<file path="src/rtl/conv_wc_pkg.sv">
package conv_wc_pkg;

  localparam int unsigned DEF_STORE_DEPTH  = 16384;
  localparam int unsigned DEF_MAX_CHANNELS = 1024;
  localparam int unsigned DEF_WEIGHT_BITS  = 16;

  localparam int LANE_BITS   = 16;
  localparam int LANES       = 9;
  localparam int CENTRE_LANE = 4;
  localparam int LANE_IDX_W  = 4;
  localparam int CHAN_W      = 10;
  localparam int CHAN_CFG_W  = 11;
  // output channel count scaled by nine still fits here
  localparam int CHAN9_W     = 15;
  localparam int PROD_W      = CHAN_W + CHAN9_W;
  localparam int SUM_W       = PROD_W + 1;
  localparam int CFG_DATA_W  = 11;
  localparam int CFG_IDX_W   = 1;
  localparam int QUEUE_DEPTH = 2;

  typedef enum logic [1:0] {
    REQ_BEGIN  = 2'd0,
    REQ_LOAD   = 2'd1,
    REQ_FETCH9 = 2'd2,
    REQ_FETCH1 = 2'd3
  } req_e;

  typedef enum logic [1:0] {
    STATUS_OK    = 2'd0,
    STATUS_FULL  = 2'd1,
    STATUS_RANGE = 2'd2
  } status_e;

  typedef enum logic [CFG_IDX_W-1:0] {
    CFG_KERNEL   = 1'b0,
    CFG_CHANNELS = 1'b1
  } cfg_idx_e;

  typedef enum logic [2:0] {
    CMD_BEGIN = 3'd0,
    CMD_LOAD  = 3'd1,
    CMD_READ1 = 3'd2,
    CMD_READ9 = 3'd3,
    CMD_FAULT = 3'd4
  } cmd_e;

  typedef logic signed [LANE_BITS-1:0] lane_t;

  typedef struct packed {
    cmd_e               cmd;
    lane_t              weight;
    logic [SUM_W-1:0]   sum;
  } cmd_t;

  typedef struct packed {
    logic                  kernel_3x3;
    logic [CHAN_CFG_W-1:0] channels;
  } cfg_t;

endpackage

</file>
<file path="src/rtl/conv_wc_queue.sv">
module conv_wc_queue import conv_wc_pkg::*; (
  input  logic clk_i,
  input  logic rst_ni,
  input  logic push_i,
  input  cmd_t push_data_i,
  output logic full_o,
  input  logic pop_i,
  output logic empty_o,
  output cmd_t pop_data_o
);

  localparam int QW = (QUEUE_DEPTH > 1) ? $clog2(QUEUE_DEPTH) : 1;
  localparam int CW = $clog2(QUEUE_DEPTH + 1);

  cmd_t          entries_q [QUEUE_DEPTH];
  logic [QW-1:0] wr_ptr_q, rd_ptr_q;
  logic [CW-1:0] count_q;

  function automatic logic [QW-1:0] next_ptr(input logic [QW-1:0] p);
    return (p == QW'(QUEUE_DEPTH - 1)) ? '0 : QW'(p + 1'b1);
  endfunction

  assign full_o     = (count_q == CW'(QUEUE_DEPTH));
  assign empty_o    = (count_q == '0);
  assign pop_data_o = entries_q[rd_ptr_q];

  always_ff @(posedge clk_i or negedge rst_ni) begin
    if (!rst_ni) begin
      wr_ptr_q <= '0;
      rd_ptr_q <= '0;
      count_q  <= '0;
    end else begin
      if (push_i) begin
        wr_ptr_q <= next_ptr(wr_ptr_q);
      end
      if (pop_i) begin
        rd_ptr_q <= next_ptr(rd_ptr_q);
      end
      if (push_i && !pop_i) begin
        count_q <= count_q + 1'b1;
      end else if (pop_i && !push_i) begin
        count_q <= count_q - 1'b1;
      end
    end
  end

  always_ff @(posedge clk_i) begin
    if (push_i) begin
      entries_q[wr_ptr_q] <= push_data_i;
    end
  end

endmodule

</file>
<file path="config.mk">
export PLATFORM = sky130hd
export DESIGN_NAME = conv_wc_queue
export DESIGN_NICKNAME = d
export VERILOG_FILES = /design/src/rtl/conv_wc_pkg.sv /design/src/rtl/conv_wc_queue.sv
export SDC_FILE = /design/constraint.sdc
export NUM_CORES = 1
export LEC_CHECK = 0
export BUFFER_PORTS_ARGS = -buffer_cell sky130_fd_sc_hd__buf_4
export CORE_MARGIN = 2
export CORE_UTILIZATION = 45
export DETAILED_ROUTE_END_ITERATION = 6
export PLACE_DENSITY_LB_ADDON = 0.08
export SYNTH_ARGS = -nofsm -noshare
export SYNTH_HDL_FRONTEND = slang
export SYNTH_SLANG_ARGS = --single-unit
</file>
<file path="constraint.sdc">
create_clock -name clk_i -period 2.6 [get_ports clk_i]
set_clock_uncertainty 0.05 [all_clocks]
set_input_delay 0.52 -clock clk_i [delete_from_list [all_inputs] [get_ports clk_i]]
set_output_delay 0.52 -clock clk_i [all_outputs]
set_load 0.02 [all_outputs]
</file>
==> impl_metrics.env <==
export IMPL_rr_worst_depth=2
export IMPL_drt_iter0_markers=32
export IMPL_yosysTopAreaCellShare=0.744
export IMPL_hold_end="entries_q[0][12]$_DFFE_PP_"
export IMPL_core_area_sq_um=7770
export IMPL_synthCells=156
export IMPL_dr_pass1_iters=4
export IMPL_dieWidth_microns=93.9
export IMPL_gp_congestion=0.698
export IMPL_path_max_fanout=16
export IMPL_portBuffers=95
export IMPL_ys_types=13
export IMPL_cap_violations=0
export IMPL_start_kind="flip-flop"
export IMPL_yosysTopAreaCell="edfxtp_1"
export IMPL_p_leak_nw=1.91
export IMPL_slew_headroom=0.679
export IMPL_period_share=0.914
export IMPL_cts_setup_buffers=0
export IMPL_powerDensity_nw_per_um2=1100
export IMPL_syn_to_final_growth_pct=30.0
export IMPL_ys_seq_area_frac=0.771
export IMPL_max_freq_mhz=421
export IMPL_antenna_found_initial=0
export IMPL_finalCriticalPeriod_ns=2.38
export IMPL_synthTopCellsByArea="edfxtp_1 (74%), mux2_4 (16%), dfrtp_1 (2.8%)"
export IMPL_r2r_start="wr_ptr_q$_DFFE_PN0P_"
export IMPL_nets=315
export IMPL_clockBufferDepth=2
export IMPL_clock_sinks=94
export IMPL_synth_seq_cells=94
export IMPL_grt_pass1_vias=1772
export IMPL_required_ns=2.03
export IMPL_num_rows=32
export IMPL_hpwl_microns=3940
export IMPL_ctsResizeCount=0
export IMPL_whs_path_depth=1
export IMPL_final_cell_mix="buf_4 (99), edfxtp_1 (90), mux2_4 (39), clkbuf_8 (9), mux2_2 (6)"
export IMPL_finalWorstSetupSlack_ns=0.223
export IMPL_grt_max_degree=36
export IMPL_antenna_cells=0
export IMPL_final_common_cell="buf_4"
export IMPL_cts_tree="yes"
export IMPL_reg2reg_setup_slack_ns=1.05
export IMPL_grtUsageTotal=0.135
export IMPL_crit_arrival_ns=1.81
export IMPL_end_kind="output pin"
export IMPL_hp_start="push_data_i[12]"
export IMPL_reg2reg_to="entries_q[1][10]$_DFFE_PP_"
export IMPL_avgSynthCellArea_sq_um=23.3
export IMPL_rsz0062_at_grt="false"
export IMPL_ctsHoldBuffers=1
export IMPL_grt_ovfl_total=0
export IMPL_die_y_microns=93.9
export IMPL_status="finished clean"
export IMPL_cts_root_buf="clkbuf_8"
export IMPL_insertion_delay_ns=0.33
export IMPL_dp_slack_ns=0.562
export IMPL_tns_ns=0
export IMPL_syn_area_sq_um=3630
export IMPL_finalHoldWorstSlack_ns=0.307
export IMPL_hp_class="in -> reg"
export IMPL_dieArea_sq_um=8810
export IMPL_wire_per_inst_microns=15.5
export IMPL_final_setup_viol_count=0
export IMPL_vias=1735
export IMPL_start_util=0.468
export IMPL_pin_count=96
export IMPL_drt_wl_total_microns=5780
export IMPL_hold_viol_final=0
export IMPL_vdd_ir_drop_max_mv=0.594
export IMPL_synth_nets=206
export IMPL_slew_violations=0
export IMPL_criticalPathCategory="reg -> out"
export IMPL_yosysWarnings=0
export IMPL_drive_gt1_frac=0.604
export IMPL_drt_vias_per_instance=4.66
export IMPL_htreeDepth=3
export IMPL_worstMarginPinSlew_ns=0.482
export IMPL_grt_pass1_wl_microns=8610
export IMPL_drc_errors=0
export IMPL_cts_clk_slew_worst_paths_ns=0.08
export IMPL_cts_buffers_inserted=9
export IMPL_ant_nets=0
-- cell families (layout without fill, tap and decap cells) --
family                   count (synthesis)  in the layout  share of synthesized area
flip-flops                              94             94                      0.771
multiplexers                            45             45                      0.180
buffers and inverters                    6            120                     0.0262
XOR/XNOR                                 5              5                     0.0121
AND/OR/NAND/NOR                          5              5                    0.00723
adder cells (fa/ha/maj)                  1              1                    0.00344
-- layout make-up --
cell class	instances	area, sq um
Clock buffer	12	135
Clock inverter	4	95.1
Fill cell	612	3040
Inverter	1	3.75
Multi-Input combinational cell	56	744
Sequential cell	94	2800
Tap cell	102	128
Timing Repair Buffer	103	813
-- where the power goes --
part | internal, mW | leakage [nW] | total (mW) | switching (mW)
logic | 1.02 | 0.902 | 1.96 | 0.934
registers | 2.01 | 0.890 | 2.16 | 0.150
clock network | 0.639 | 0.115 | 1.09 | 0.449
total | 3.67 | 1.91 | 5.20 | 1.53
-- synthesized netlist by cell type --
library cell / n
dfrtp_1: 4
buf_12: 4
nor2b_1: 2
xor2_1: 4
xnor2_1: 1
nor2_1: 2
and2_1: 1
mux2_4: 39
inv_1: 1
buf_6: 1
ha_1: 1
edfxtp_1: 90
mux2_2: 6
-- sequential cells by signal (all words and copies together) (netlist names) --
signal,count
count_q,2
entries_q,90
rd_ptr_q,1
wr_ptr_q,1
-- worst max-delay path by stage --
stage | start | to | slack, ns | depth (start not counted)
floorplan | push_i | entries_q[0][0]$_DFFE_PP_ | 0.41 | 1
global placement | rd_ptr_q$_DFFE_PN0P_ | pop_data_o[3] | 0.56 | 3
detailed placement | rd_ptr_q$_DFFE_PN0P_ | pop_data_o[3] | 0.56 | 3
CTS | rd_ptr_q$_DFFE_PN0P_ | pop_data_o[3] | 0.18 | 3
global route | rd_ptr_q$_DFFE_PN0P_ | pop_data_o[27] | 0.13 | 3
finish | rd_ptr_q$_DFFE_PN0P_ | pop_data_o[3] | 0.22 | 3
-- worst max-delay path, stage by stage (launching register included) --
cell and delay (ns):
dfrtp_2 0.68, buf_4 0.31, mux2_4 0.32, buf_4 0.16
-- routing by layer --
| layer | part of all wire | wire [microns] | global-route usage |
|---|---|---|---|
| met3 | 0.050 | 289 | 0.0297 |
| met5 | 0 | 0 | 0 |
| met4 | 0.017 | 99 | 0.0688 |
| met2 | 0.54 | 3140 | 0.238 |
| met1 | 0.39 | 2250 | 0.154 |
-- metrics by stage --
stage	utilization	total power [mW]	cells	cell area [sq um]
2_1_floorplan	-	3.54	156	3640
3_3_place_gp	0.577	4.17	355	4480
3_5_place_dp	0.577	4.19	355	4480
4_1_cts	0.608	5.28	372	4720
5_1_grt	0.608	5.43	372	4720
6_report	0.608	5.20	372	4720
Note: power is estimated with default switching activity, not from simulation.
