<file path="config.mk">
export PLATFORM = sky130hd
export DESIGN_NAME = conv_wc_front
export DESIGN_NICKNAME = d
export VERILOG_FILES = /design/src/rtl/conv_wc_pkg.sv /design/src/rtl/conv_wc_front.sv
export SDC_FILE = /design/constraint.sdc
export NUM_CORES = 1
export LEC_CHECK = 0
export BUFFER_PORTS_ARGS = -buffer_cell sky130_fd_sc_hd__buf_4
export CAP_MARGIN = 20
export CORE_AREA = 8 8 117 162
export CTS_CLUSTER_DIAMETER = 60
export CTS_CLUSTER_SIZE = 8
export DETAILED_ROUTE_END_ITERATION = 8
export DIE_AREA = 0 0 125 170
export PLACE_DENSITY = 0.77
export SLEW_MARGIN = 5
export SYNTH_ARGS = -nofsm -noshare
export SYNTH_HDL_FRONTEND = slang
export SYNTH_SLANG_ARGS = --single-unit
</file>
<file path="constraint.sdc">
create_clock -name clk_i -period 17.05 [get_ports clk_i]
set_clock_uncertainty 0.05 [all_clocks]
set_input_delay 3.41 -clock clk_i [delete_from_list [all_inputs] [get_ports clk_i]]
set_output_delay 3.41 -clock clk_i [all_outputs]
set_load 0.005 [all_outputs]
</file>
<file path="src/rtl/conv_wc_pkg.sv">
package conv_wc_pkg;

  localparam int unsigned DEF_STORE_DEPTH  = 16384;
  localparam int unsigned DEF_MAX_CHANNELS = 1024;
  localparam int unsigned DEF_WEIGHT_BITS  = 16;

  localparam int LANE_BITS   = 16;
  localparam int LANES       = 9;
  localparam int CENTRE_LANE = 4;
  localparam int LANE_IDX_W  = 4;
  localparam int CHAN_W      = 10;
  localparam int CHAN_CFG_W  = 11;
  // output channel count scaled by nine still fits here
  localparam int CHAN9_W     = 15;
  localparam int PROD_W      = CHAN_W + CHAN9_W;
  localparam int SUM_W       = PROD_W + 1;
  localparam int CFG_DATA_W  = 11;
  localparam int CFG_IDX_W   = 1;
  localparam int QUEUE_DEPTH = 2;

  typedef enum logic [1:0] {
    REQ_BEGIN  = 2'd0,
    REQ_LOAD   = 2'd1,
    REQ_FETCH9 = 2'd2,
    REQ_FETCH1 = 2'd3
  } req_e;

  typedef enum logic [1:0] {
    STATUS_OK    = 2'd0,
    STATUS_FULL  = 2'd1,
    STATUS_RANGE = 2'd2
  } status_e;

  typedef enum logic [CFG_IDX_W-1:0] {
    CFG_KERNEL   = 1'b0,
    CFG_CHANNELS = 1'b1
  } cfg_idx_e;

  typedef enum logic [2:0] {
    CMD_BEGIN = 3'd0,
    CMD_LOAD  = 3'd1,
    CMD_READ1 = 3'd2,
    CMD_READ9 = 3'd3,
    CMD_FAULT = 3'd4
  } cmd_e;

  typedef logic signed [LANE_BITS-1:0] lane_t;

  typedef struct packed {
    cmd_e               cmd;
    lane_t              weight;
    logic [SUM_W-1:0]   sum;
  } cmd_t;

  typedef struct packed {
    logic                  kernel_3x3;
    logic [CHAN_CFG_W-1:0] channels;
  } cfg_t;

endpackage

</file>
<file path="src/rtl/conv_wc_front.sv">
module conv_wc_front import conv_wc_pkg::*; #(
  parameter int unsigned STORE_DEPTH  = DEF_STORE_DEPTH,
  parameter int unsigned MAX_CHANNELS = DEF_MAX_CHANNELS
) (
  input  logic              clk_i,
  input  logic              rst_ni,
  input  cfg_t              cfg_i,
  input  logic              in_valid_i,
  output logic              in_stall_o,
  input  logic [1:0]        req_type_i,
  input  lane_t             weight_value_i,
  input  logic [CHAN_W-1:0] in_channel_i,
  input  logic [CHAN_W-1:0] out_channel_i,
  output logic              push_o,
  output cmd_t              push_data_o,
  input  logic              full_i
);

  localparam logic [SUM_W-1:0] ROW_LIMIT  = SUM_W'(STORE_DEPTH / LANES);
  localparam logic [SUM_W-1:0] ADDR_LIMIT = SUM_W'(STORE_DEPTH);

  logic              s1_v_q, s2_v_q;
  req_e              s1_req_q, s2_req_q;
  lane_t             s1_weight_q, s2_weight_q;
  logic [CHAN_W-1:0] s1_ci_q, s1_co_q, s2_co_q;
  logic [PROD_W-1:0] s2_prod_q, prod_d;
  logic              s2_chan_ok_q, chan_ok_d;

  logic               s1_free, s2_free, in_acc, s1_move;
  logic [CHAN9_W-1:0] chan9, chan_eff;
  logic [SUM_W-1:0]   sum;
  cmd_e               cmd;

  assign push_o     = s2_v_q && !full_i;
  assign s2_free    = !s2_v_q || push_o;
  assign s1_free    = !s1_v_q || s2_free;
  assign in_stall_o = !s1_free;
  assign in_acc     = in_valid_i && s1_free;
  assign s1_move    = s1_v_q && s2_free;

  // x9 as x8 + x
  assign chan9 = CHAN9_W'({cfg_i.channels, 3'b000}) + CHAN9_W'(cfg_i.channels);
  // fetch one in 3x3 mode strides input channels by nine weights per filter
  assign chan_eff = (s1_req_q == REQ_FETCH1 && cfg_i.kernel_3x3) ? chan9
                                                                 : CHAN9_W'(cfg_i.channels);
  assign prod_d    = PROD_W'(s1_ci_q) * PROD_W'(chan_eff);
  assign chan_ok_d = (32'(s1_ci_q) < 32'(MAX_CHANNELS)) &&
                     (32'(s1_co_q) < 32'(MAX_CHANNELS));

  assign sum = SUM_W'(s2_prod_q) + SUM_W'(s2_co_q);

  always_comb begin
    unique case (s2_req_q)
      REQ_BEGIN: cmd = CMD_BEGIN;
      REQ_LOAD:  cmd = CMD_LOAD;
      REQ_FETCH9: begin
        // in 3x3 mode sum is the filter index, the base address is nine times it
        if (cfg_i.kernel_3x3) begin
          cmd = (!s2_chan_ok_q || sum >= ROW_LIMIT) ? CMD_FAULT : CMD_READ9;
        end else begin
          cmd = (!s2_chan_ok_q || sum >= ADDR_LIMIT) ? CMD_FAULT : CMD_READ1;
        end
      end
      REQ_FETCH1: cmd = (!s2_chan_ok_q || sum >= ADDR_LIMIT) ? CMD_FAULT : CMD_READ1;
      default:    cmd = CMD_FAULT;
    endcase
  end

  assign push_data_o.cmd    = cmd;
  assign push_data_o.weight = s2_weight_q;
  assign push_data_o.sum    = sum;

  always_ff @(posedge clk_i or negedge rst_ni) begin
    if (!rst_ni) begin
      s1_v_q <= 1'b0;
      s2_v_q <= 1'b0;
    end else begin
      if (s1_free) begin
        s1_v_q <= in_valid_i;
      end
      if (s2_free) begin
        s2_v_q <= s1_v_q;
      end
    end
  end

  always_ff @(posedge clk_i) begin
    if (in_acc) begin
      s1_req_q    <= req_e'(req_type_i);
      s1_weight_q <= weight_value_i;
      s1_ci_q     <= in_channel_i;
      s1_co_q     <= out_channel_i;
    end
    if (s1_move) begin
      s2_req_q     <= s1_req_q;
      s2_weight_q  <= s1_weight_q;
      s2_co_q      <= s1_co_q;
      s2_prod_q    <= prod_d;
      s2_chan_ok_q <= chan_ok_d;
    end
  end

endmodule

</file>
==> impl_metrics.py <==
metrics = {
    "status": {
        "status": "finished clean",
    },
    "clocking": {
        "clockBufferDepth": 2,
        "path_clk_slew_ps": 70,
        "post_cts_resized": 0,
        "cts_tree": "yes",
        "clock_latency_ps": 350,
        "postCtsHoldBufs": 0,
        "clock-root-buffer": "clkbuf_16",
        "post-cts-setup-buffers": 0,
        "htree_levels": 3,
        "cts_inserted_buffers": 9,
        "numClockSinks": 93,
    },
    "logic_synthesis": {
        "syn_nets": 1079,
        "dominantRegCellSynth": "edfxtp_1",
        "synth_area_per_cell_sq_um": 10.6,
        "ys_ff_latch": 93,
        "synth-edff-count": 91,
        "synth.distinct_cells": 55,
        "ys_warn_count": 0,
        "netlist_instances": 843,
        "synthArstFlopShare_pct": 2.15,
        "ys_seq_area_share_pct": 31.3,
        "syn_area_sq_um": 8900,
    },
    "timing": {
        "rsz0062_at_grt": "no",
        "slew_violations": 0,
        "setup_ws_ps": 6260,
        "fin_setup_tns_ps": 0,
        "max_clock_freq_mhz": 92.7,
        "setup_viol": 0,
        "hold_violations": 0,
        "slew_headroom_pct": 31.8,
        "tightestPinTransition_ps": 1020,
        "finalCritPeriodShare_pct": 63.3,
        "period_needed_ps": 10790,
    },
    "grt": {
        "grt_usage_pct": 17.7,
        "grt_pass1_wl_microns": 30400,
        "grt_remaining_overflow": 0,
        "antenna_found_initial": 0,
        "grt_max_degree": 54,
        "grt_pass1_vias": 6452,
    },
    "finish": {
        "final_area_sq_um": 10200,
        "fillCellCount": 1363,
        "final_common_cell": "inv_1",
        "nets": 1176,
        "layout_common_cells": "139 x inv_1, 110 x nand2_1, 104 x fa_1, 101 x buf_4, 91 x edfxtp_1",
        "drive_gt1_share_pct": 13.8,
        "diodes": 0,
        "instances_no_fill": 1148,
        "syn2layout_area_growth_pct": 14.2,
    },
    "worst_setup_path": {
        "slowest_delay_ps": 730,
        "cp-start-kind": "input port",
        "path_buf_inv": 4,
        "crit_path_frequent_cell": "fa_1",
        "cp_max_fo": 11,
        "critPathTopFamily": "adder cells",
        "crit_arrival_ps": 10840,
        "slowest_stage": "a21oi_1",
        "path_class": "input port to flop",
        "end_kind": "flop",
        "required_ps": 17100,
    },
    "floorplanning": {
        "num_rows": 56,
        "die_area_sq_um": 21300,
        "dieWidth_microns": 125,
        "boundaryPins": 101,
        "start_util_pct": 53.8,
        "fp.dieH_microns": 170,
        "core_area_sq_um": 16500,
    },
    "routing": {
        "vias_per_cell": 5.32,
        "drt-total-wl_microns": 18100,
        "first_pass_iters": 4,
        "first_iter_violations": 290,
        "avgRoutedWirePerCell_microns": 15.7,
        "drc": 0,
        "vias": 6106,
        "final_antenna_net_count": 0,
    },
    "place": {
        "placed_area_sq_um": 9870,
        "dp_cells": 1132,
        "gp_congestion": 0.876,
        "hpwl_microns": 14600,
        "place_ws_ps": 5860,
        "port_buffers": 100,
    },
    "power_and_ir_drop": {
        "finalPower_mw": 1.45,
        "power_density_nw_per_um2": 143,
        "leakagePower_nw": 4.83,
        "ir_drop_mv": 0.0748,
    },
    "worst_hold_path": {
        "hold_path_class": "flop to flop",
    },
    "flow_run": {
        "drv_cap": 0,
    },
}
==> synthesized netlist by cell type (2+ instances only) <==
| library cell | number | share of area (%) |
|---|---|---|
| a21oi_1 | 29 | 1.6 |
| o211ai_1 | 3 | 0.25 |
| nor3_1 | 3 | 0.17 |
| xnor2_1 | 41 | 4.0 |
| fa_1 | 104 | 23 |
| nor3b_1 | 2 | 0.17 |
| and3_1 | 5 | 0.35 |
| nand2_1 | 110 | 4.6 |
| nor2_1 | 26 | 1.1 |
| nor3_2 | 2 | 0.22 |
| mux2i_1 | 2 | 0.22 |
| inv_1 | 139 | 5.9 |
| dfrtp_1 | 2 | 0.56 |
| mux2_2 | 2 | 0.25 |
| a21o_1 | 15 | 1.3 |
| o21ai_1 | 6 | 0.34 |
| ha_1 | 78 | 11 |
| o21ai_0 | 7 | 0.39 |
| a31oi_1 | 5 | 0.35 |
| nand3_1 | 13 | 0.73 |
| xor2_1 | 17 | 1.7 |
| nand4_1 | 4 | 0.28 |
| or3_1 | 7 | 0.49 |
| and2_1 | 67 | 4.7 |
| edfxtp_1 | 91 | 31 |
| o21bai_1 | 9 | 0.76 |
| a21oi_2 | 2 | 0.20 |
| nor2b_1 | 5 | 0.35 |
| nand2b_1 | 5 | 0.35 |
| o31a_1 | 2 | 0.20 |
| a41oi_1 | 2 | 0.20 |
| a211oi_1 | 2 | 0.17 |
| clkbuf_1 | 14 | 0.59 |
==> state kept, by name, summed over array words and instances (netlist names) <==
register,flops
s2_prod_q,25
s1_v_q,1
s2_weight_q,16
s2_req_q,2
s1_ci_q,10
s2_v_q,1
s1_req_q,2
s1_weight_q,16
s2_co_q,10
s1_co_q,10
==> cells by family (layout without fill, tap and decap cells) <==
| kind of cell | after synthesis | after routing | share of synthesized area, % |
|---|---|---|---|
| mux | 4 | 4 | 0.478 |
| buf+inv | 154 | 256 | 6.50 |
| simple gates | 254 | 254 | 14.2 |
| compound gates | 98 | 98 | 7.51 |
| xor+xnor | 58 | 58 | 5.71 |
| fa+ha+maj | 182 | 182 | 34.4 |
| flops | 93 | 93 | 31.3 |
==> metrics by stage <==
step | hold slack (ps) | util, %
global route | 366 | 61.5
detailed placement | 355 | 59.7
floorplan | 350 | -
CTS | 361 | 61.5
finish | 362 | 61.5
global placement | 350 | 59.7
==> worst register-to-register path: cells and delay by family (launching register included) <==
family	cells	cell delay, ps
buf+inv	3	140
fa+ha+maj	6	2970
simple gates	5	1020
flops	1	360
xor+xnor	1	80
compound gates	6	2420
==> layer usage <==
metal	wire (microns)	track usage, %
met5	0	0
met4	333	5.84
met3	858	2.88
met2	9150	31.6
met1	7730	21.3
==> report_power, final <==
part           switching [mW]  leakage, nW  internal [mW]  total, mW
logic                   0.479         3.79          0.413      0.891
clock network          0.0861        0.141          0.114      0.200
registers              0.0298        0.898          0.327      0.357
total                   0.594         4.83          0.855       1.45
==> final timing paths <==
check | startpoint | cells past startpoint | to | slack (ps)
setup / recovery | cfg_i[0] | 29 | s2_prod_q[24]$_DFFE_PP_ | 6260
setup reg to reg | s1_req_q[0]$_DFFE_PP_ | 21 | s2_prod_q[24]$_DFFE_PP_ | 9770
hold / removal | s1_co_q[6]$_DFFE_PP_ | 0 | s2_co_q[6]$_DFFE_PP_ | 360
hold reg to reg | s1_co_q[6]$_DFFE_PP_ | 0 | s2_co_q[6]$_DFFE_PP_ | 360
max in group asynchronous | rst_ni | 1 | s1_v_q$_DFFE_PN0N_ | 14080
min in group asynchronous | rst_ni | 1 | s2_v_q$_DFFE_PN0P_ | 2790
==> area by class of cell <==
cell class,count,area (sq um),share of cell area (%)
flip-flops and latches,93,2780,27.4
well taps,203,254,2.50
multi-input cells,596,5550,54.6
clock buffers,9,225,2.22
inverters,139,522,5.13
clock inverters,7,73.8,0.726
repair buffers,101,758,7.46
No activity file was read; power rests on OpenSTA's default activity.
